$ cat config.mk
export PLATFORM = sky130hd
export DESIGN_NAME = tcw_front
export DESIGN_NICKNAME = d
export VERILOG_FILES = /design/src/sv/tcw_pkg.sv /design/src/sv/tcw_front.sv
export SDC_FILE = /design/constraint.sdc
export NUM_CORES = 1
export LEC_CHECK = 0
export ABC_AREA = 1
export BUFFER_PORTS_ARGS = -buffer_cell sky130_fd_sc_hd__buf_2
export CAP_MARGIN = 20
export CORE_ASPECT_RATIO = 0.9
export CORE_UTILIZATION = 45
export DETAILED_ROUTE_END_ITERATION = 8
export PLACE_DENSITY = 0.69
export SYNTH_ARGS = -nofsm -noshare
export SYNTH_HDL_FRONTEND = slang
export SYNTH_SLANG_ARGS = --single-unit
$ cat constraint.sdc
create_clock -name clk -period 3.72 [get_ports clk]
set_input_delay 0 -clock clk [delete_from_list [all_inputs] [get_ports clk]]
set_output_delay 0 -clock clk [all_outputs]
set_load 0.005 [all_outputs]
$ cat src/sv/tcw_pkg.sv
`timescale 1ns / 1ps
// ----------------------------------------------------------------------------
// Text console writer package
// Shared types, command codes and cell constants for the text console.
// ----------------------------------------------------------------------------
package tcw_pkg;

  localparam int CMD_W         = 2;
  localparam int CHAR_W        = 8;
  localparam int COLOR_W       = 8;
  localparam int CELL_W        = 16;
  localparam int CELL_ADDR_W   = 11;
  localparam int CURSOR_POS_W  = 11;

  localparam int QUEUE_DEPTH   = 2;
  localparam int QUEUE_PTR_W   = 1;
  localparam int QUEUE_CNT_W   = 2;

  localparam logic [CMD_W-1:0] CMD_PUT   = 2'd0;
  localparam logic [CMD_W-1:0] CMD_CLEAR = 2'd1;
  localparam logic [CMD_W-1:0] CMD_READ  = 2'd2;

  localparam logic [CHAR_W-1:0] CH_NEWLINE   = 8'd10;
  localparam logic [CHAR_W-1:0] CH_BACKSPACE = 8'd8;
  localparam logic [CHAR_W-1:0] CH_SPACE     = 8'h20;

  localparam logic [CELL_W-1:0]  BLANK_WHITE      = 16'h0F20;
  localparam logic [CELL_W-1:0]  BLANK_RESET      = 16'h0720;
  localparam logic [COLOR_W-1:0] TEXT_COLOR_RESET = 8'h07;

  typedef enum logic [2:0] {
    OP_PUT,
    OP_NEWLINE,
    OP_BACKSPACE,
    OP_CLEAR,
    OP_READ,
    OP_NOP
  } op_kind_t;

  typedef struct packed {
    op_kind_t                kind;
    logic [CHAR_W-1:0]       ch;
    logic [CELL_ADDR_W-1:0]  addr;
  } op_t;

  typedef struct packed {
    logic init_busy;
    logic pop;
  } bk_ctl_t;

  typedef enum logic [2:0] {
    ST_INIT,
    ST_IDLE,
    ST_READ,
    ST_SCROLL_COPY,
    ST_SCROLL_FILL,
    ST_CLEAR,
    ST_FINISH
  } back_state_t;

endpackage

$ cat src/sv/tcw_front.sv
`timescale 1ns / 1ps
// ----------------------------------------------------------------------------
// Text console front end
// Accepts input words, classifies them into operations and queues them.
// ----------------------------------------------------------------------------
module tcw_front #(
  parameter int CELLS = 2000
) (
  input  logic                              clk,
  input  logic                              rst_n,
  input  logic                              in_valid,
  output logic                              in_stall,
  input  logic [tcw_pkg::CMD_W-1:0]         in_command,
  input  logic [tcw_pkg::CHAR_W-1:0]        in_char_code,
  input  logic [tcw_pkg::CELL_ADDR_W-1:0]   in_cell_address,
  input  tcw_pkg::bk_ctl_t                  bk_ctl,
  output logic                              head_valid,
  output tcw_pkg::op_t                      head
);

  localparam int CMP_W = tcw_pkg::CELL_ADDR_W + 2;
  localparam logic [CMP_W-1:0] CELLS_C = CMP_W'(CELLS);

  tcw_pkg::op_t                          q_r [tcw_pkg::QUEUE_DEPTH];
  logic [tcw_pkg::QUEUE_PTR_W-1:0]       wr_ptr_r, wr_ptr_nxt;
  logic [tcw_pkg::QUEUE_PTR_W-1:0]       rd_ptr_r, rd_ptr_nxt;
  logic [tcw_pkg::QUEUE_CNT_W-1:0]       count_r, count_nxt;
  logic                                  full;
  logic                                  push;
  logic                                  addr_ok;
  tcw_pkg::op_t                          op_in;

  assign full     = (count_r == tcw_pkg::QUEUE_CNT_W'(tcw_pkg::QUEUE_DEPTH));
  assign in_stall = full || bk_ctl.init_busy;
  assign push     = in_valid && !in_stall;
  assign addr_ok  = ({2'b00, in_cell_address} < CELLS_C);

  always_comb begin
    op_in.ch   = in_char_code;
    op_in.addr = in_cell_address;
    unique case (in_command)
      tcw_pkg::CMD_PUT: begin
        if (in_char_code == tcw_pkg::CH_NEWLINE) begin
          op_in.kind = tcw_pkg::OP_NEWLINE;
        end else if (in_char_code == tcw_pkg::CH_BACKSPACE) begin
          op_in.kind = tcw_pkg::OP_BACKSPACE;
        end else begin
          op_in.kind = tcw_pkg::OP_PUT;
        end
      end
      tcw_pkg::CMD_CLEAR: begin
        op_in.kind = tcw_pkg::OP_CLEAR;
      end
      tcw_pkg::CMD_READ: begin
        op_in.kind = addr_ok ? tcw_pkg::OP_READ : tcw_pkg::OP_NOP;
      end
      default: begin
        op_in.kind = tcw_pkg::OP_NOP;
      end
    endcase
  end

  always_comb begin
    wr_ptr_nxt = wr_ptr_r;
    rd_ptr_nxt = rd_ptr_r;
    count_nxt  = count_r;
    if (push) begin
      wr_ptr_nxt = wr_ptr_r + 1'b1;
    end
    if (bk_ctl.pop) begin
      rd_ptr_nxt = rd_ptr_r + 1'b1;
    end
    if (push && !bk_ctl.pop) begin
      count_nxt = count_r + 1'b1;
    end else if (!push && bk_ctl.pop) begin
      count_nxt = count_r - 1'b1;
    end
  end

  always_ff @(posedge clk) begin
    if (!rst_n) begin
      wr_ptr_r <= '0;
      rd_ptr_r <= '0;
      count_r  <= '0;
    end else begin
      wr_ptr_r <= wr_ptr_nxt;
      rd_ptr_r <= rd_ptr_nxt;
      count_r  <= count_nxt;
    end
  end

  always_ff @(posedge clk) begin
    if (push) begin
      q_r[wr_ptr_r] <= op_in;
    end
  end

  assign head_valid = (count_r != '0);
  assign head       = q_r[rd_ptr_r];

`ifndef SYNTHESIS
  a_count_bound: assert property (@(posedge clk) disable iff (!rst_n)
    count_r <= tcw_pkg::QUEUE_CNT_W'(tcw_pkg::QUEUE_DEPTH))
    else $error("queue count exceeds depth");

  a_pop_nonempty: assert property (@(posedge clk) disable iff (!rst_n)
    bk_ctl.pop |-> head_valid)
    else $error("back end popped an empty queue");
`endif

endmodule

==> results.md <==
- Outcome: finished with violations
- Failing checks: design-rule violations
- Yosys top cell by area: edfxtp_1
- IO Pins: 50
- Fraction of layout cells with a size suffix above 1: a little under two fifths
- Hold Buf Count CTS: 22
- Largest net degree at the start of global routing: 23
- Initial antenna violation count: 0
- Seq/Total Area, Yosys: approximately 73%
- Max Fanout on Critical Path: 22
- Core Box Area: 4101 sq um
- Worst Path Required: approximately 3700 ps
- Leakage: ~1.0 nW
- Die area: 4597 sq um
- P&R area growth vs syn: 30.64%
- R2r endpoint: q_r[0][1]$_DFFE_PP_
- Post-route ant nets: 0
- Worst Hold Path EP: q_r[1][19]$_DFFE_PP_
- Fillers: roughly 320
- Syn nets: ~160
- Worst hold path class: input pin to register
- Final HPWL from detailed placement: 2345 um
- Max-cap violations: 0
- Total grt overflow: 0
- Clk_lat worst skew: between 200 and 300 ps
- Most common cell after layout, fill and taps aside: buf_2
- Hold Path Stages: 3
- Vias in the first global route: around 1300
- # setup viols final: 0
- Initial Utilization: 47.50%
- CTS tree: yes
- Fin. Hold Viols: 0
- Synth Cell Area: roughly 1900 sq um
- Final Util: 62.05%
- Yosys warnings: 0
- Num CTS Buffers: 5
- Period Utilization, post-route: 48.94%
- Worst Reg-to-Reg Cells: 5
- Syn_area_per_cell: ~14 sq um
- Drt wl/cell: roughly 13 um
- Setup TNS: 0 ps
- IO buf count: 49
- CP arrival: roughly 1800 ps
- Register bit count reported by yosys: just under 50
- Critical path type: register to output pin
- Largest cells by area after synthesis: edfxtp_1 (68%), mux2_2 (13%), dfxtp_1 (5.1%), nand2_1 (3.9%), inv_1 (3.3%)
- Site Rows: 22
- Worst R2R Start: count_r[0]$_SDFFE_PN0P_
- GRT Util Overall: roughly 16%
- Critical path capture point type: output pin
- Die Y: 64.42 um
- Die Wd: around 71 um
- Final nets: approximately 240
- Max VDD drop: approximately 0.00021 V
- First-pass GRT wire length: ~5500 um
- Met2 wire len: 1753 um
- Diode count: 0
- Pins Over Slew Limit: 0
- Routed WL: 3479 um
- R2R Setup Slk: between 2000 and 2500 ps
- Clock Path Buffers: 2
- Crit path time final: 1821 ps
- Post-CTS setup buffer count: 0
- Hold WS: around 36 ps
- Metal3 WL: 154 um
- Drt drc: 4
- WL met1: ~1500 um
- Unrepaired setup endpoints after global routing: no
- Rel. slew slack: about a third
- H-tree lvl count: 2
- Via density: around 4.8
- Length of the first detailed-routing pass in iterations: 6
- Post-synthesis instance total: roughly 140
- Clock transition at path regs: approximately 80 ps
- Least-Margin Pin Slew: just under 1000 ps
- Worst Skew: between 5 and 6 ps
- Top-area cell type share of the netlist area: between 60% and 70%
- Pwr per Cell Area: roughly 420 nW/um^2
- Startpoint types: register
- Top Metal Used: met4
- Starting DRC count in detailed routing: 50
- Synth unique cells: 13
- Root Buffer: clkbuf_8
- Placer Congestion: about 0.68
- CTS sink cnt: 49
- Cts repair resizes: 0
- Hold Startpoint: in_command[0]
- Max Fclk: approximately 550 MHz
- Most frequent cells in the layout: buf_2 (49), edfxtp_1 (44), mux2_2 (22), dlygate4sd3_1 (22), nand2_1 (20)
- Via count: between 1000 and 1500
[registers in the layout, summed over array words and instances (netlist names), named ones only]
signal	flops
q_r	44
rd_ptr_r	1
count_r	2
wr_ptr_r	1
[metal layers]
layer	global-route usage (%)	up-vias
li1	-	617
met1	18.66	588
met2	28.69	29
met3	4.199	5
met4	7.250	0
met5	0	-
[through the flow]
| step | cell area (sq um) | cells | setup WS (ps) | power (mW) |
|---|---|---|---|---|
| floorplan | 1948 | 135 | 1797 | 0.7121 |
| detailed placement | 2230 | 229 | 1762 | 0.7639 |
| finish | 2545 | 260 | 1899 | 1.056 |
| CTS | 2530 | 259 | 1750 | 1.063 |
| global placement | 2230 | 229 | 1887 | 0.7570 |
| global route | 2545 | 260 | 1756 | 1.102 |
[worst max-delay path, cell delays in order, from the launching register on]
cell,delay (ps)
dfxtp_1,970
mux2_2,430
buf_2,130
[cell type report]
| type | count | area, sq um | area share [%] |
|---|---|---|---|
| well taps | 48 | 60.06 | 2.360 |
| clock inverters | 1 | 3.754 | 0.1475 |
| repair buffers | 72 | 480.5 | 18.88 |
| inverters | 17 | 63.81 | 2.507 |
| flip-flops and latches | 49 | 1421 | 55.85 |
| clock buffers | 7 | 76.32 | 2.999 |
| multi-input cells | 66 | 439.2 | 17.26 |
[cell usage after synthesis]
master / count
a21oi_1: 2
buf_6: 2
clkbuf_1: 1
dfxtp_1: 5
edfxtp_1: 44
ha_1: 1
inv_1: 17
mux2_2: 22
nand2_1: 20
nand3_1: 3
nand4_1: 3
nor2_1: 14
o21ai_0: 1
[cells by family after synthesis]
group,share of synthesized area [%]
and+or+nand+nor,8.285
adders and majority gates,0.6422
AOI/OAI and AO/OA,0.7705
DFF,72.96
muxes,12.72
buffers and inverters,4.624
[worst max-delay path by stage]
stage	end	slack (ps)	cells past startpoint
floorplan	q_r[0][0]$_DFFE_PP_	1800	4
global placement	q_r[0][17]$_DFFE_PP_	1890	4
detailed placement	q_r[0][16]$_DFFE_PP_	1760	4
CTS	q_r[0][1]$_DFFE_PP_	1750	4
global route	head[12]	1760	2
finish	head[20]	1900	2
[power by group]
part	internal [mW]	switching [mW]	total (mW)	leakage [nW]
sequential	0.627	0.0140	0.641	0.445
clock	0.131	0.155	0.286	0.0399
combinational	0.0710	0.0586	0.130	0.564
total	0.829	0.228	1.06	1.05
(Power assumes the default switching activity.)
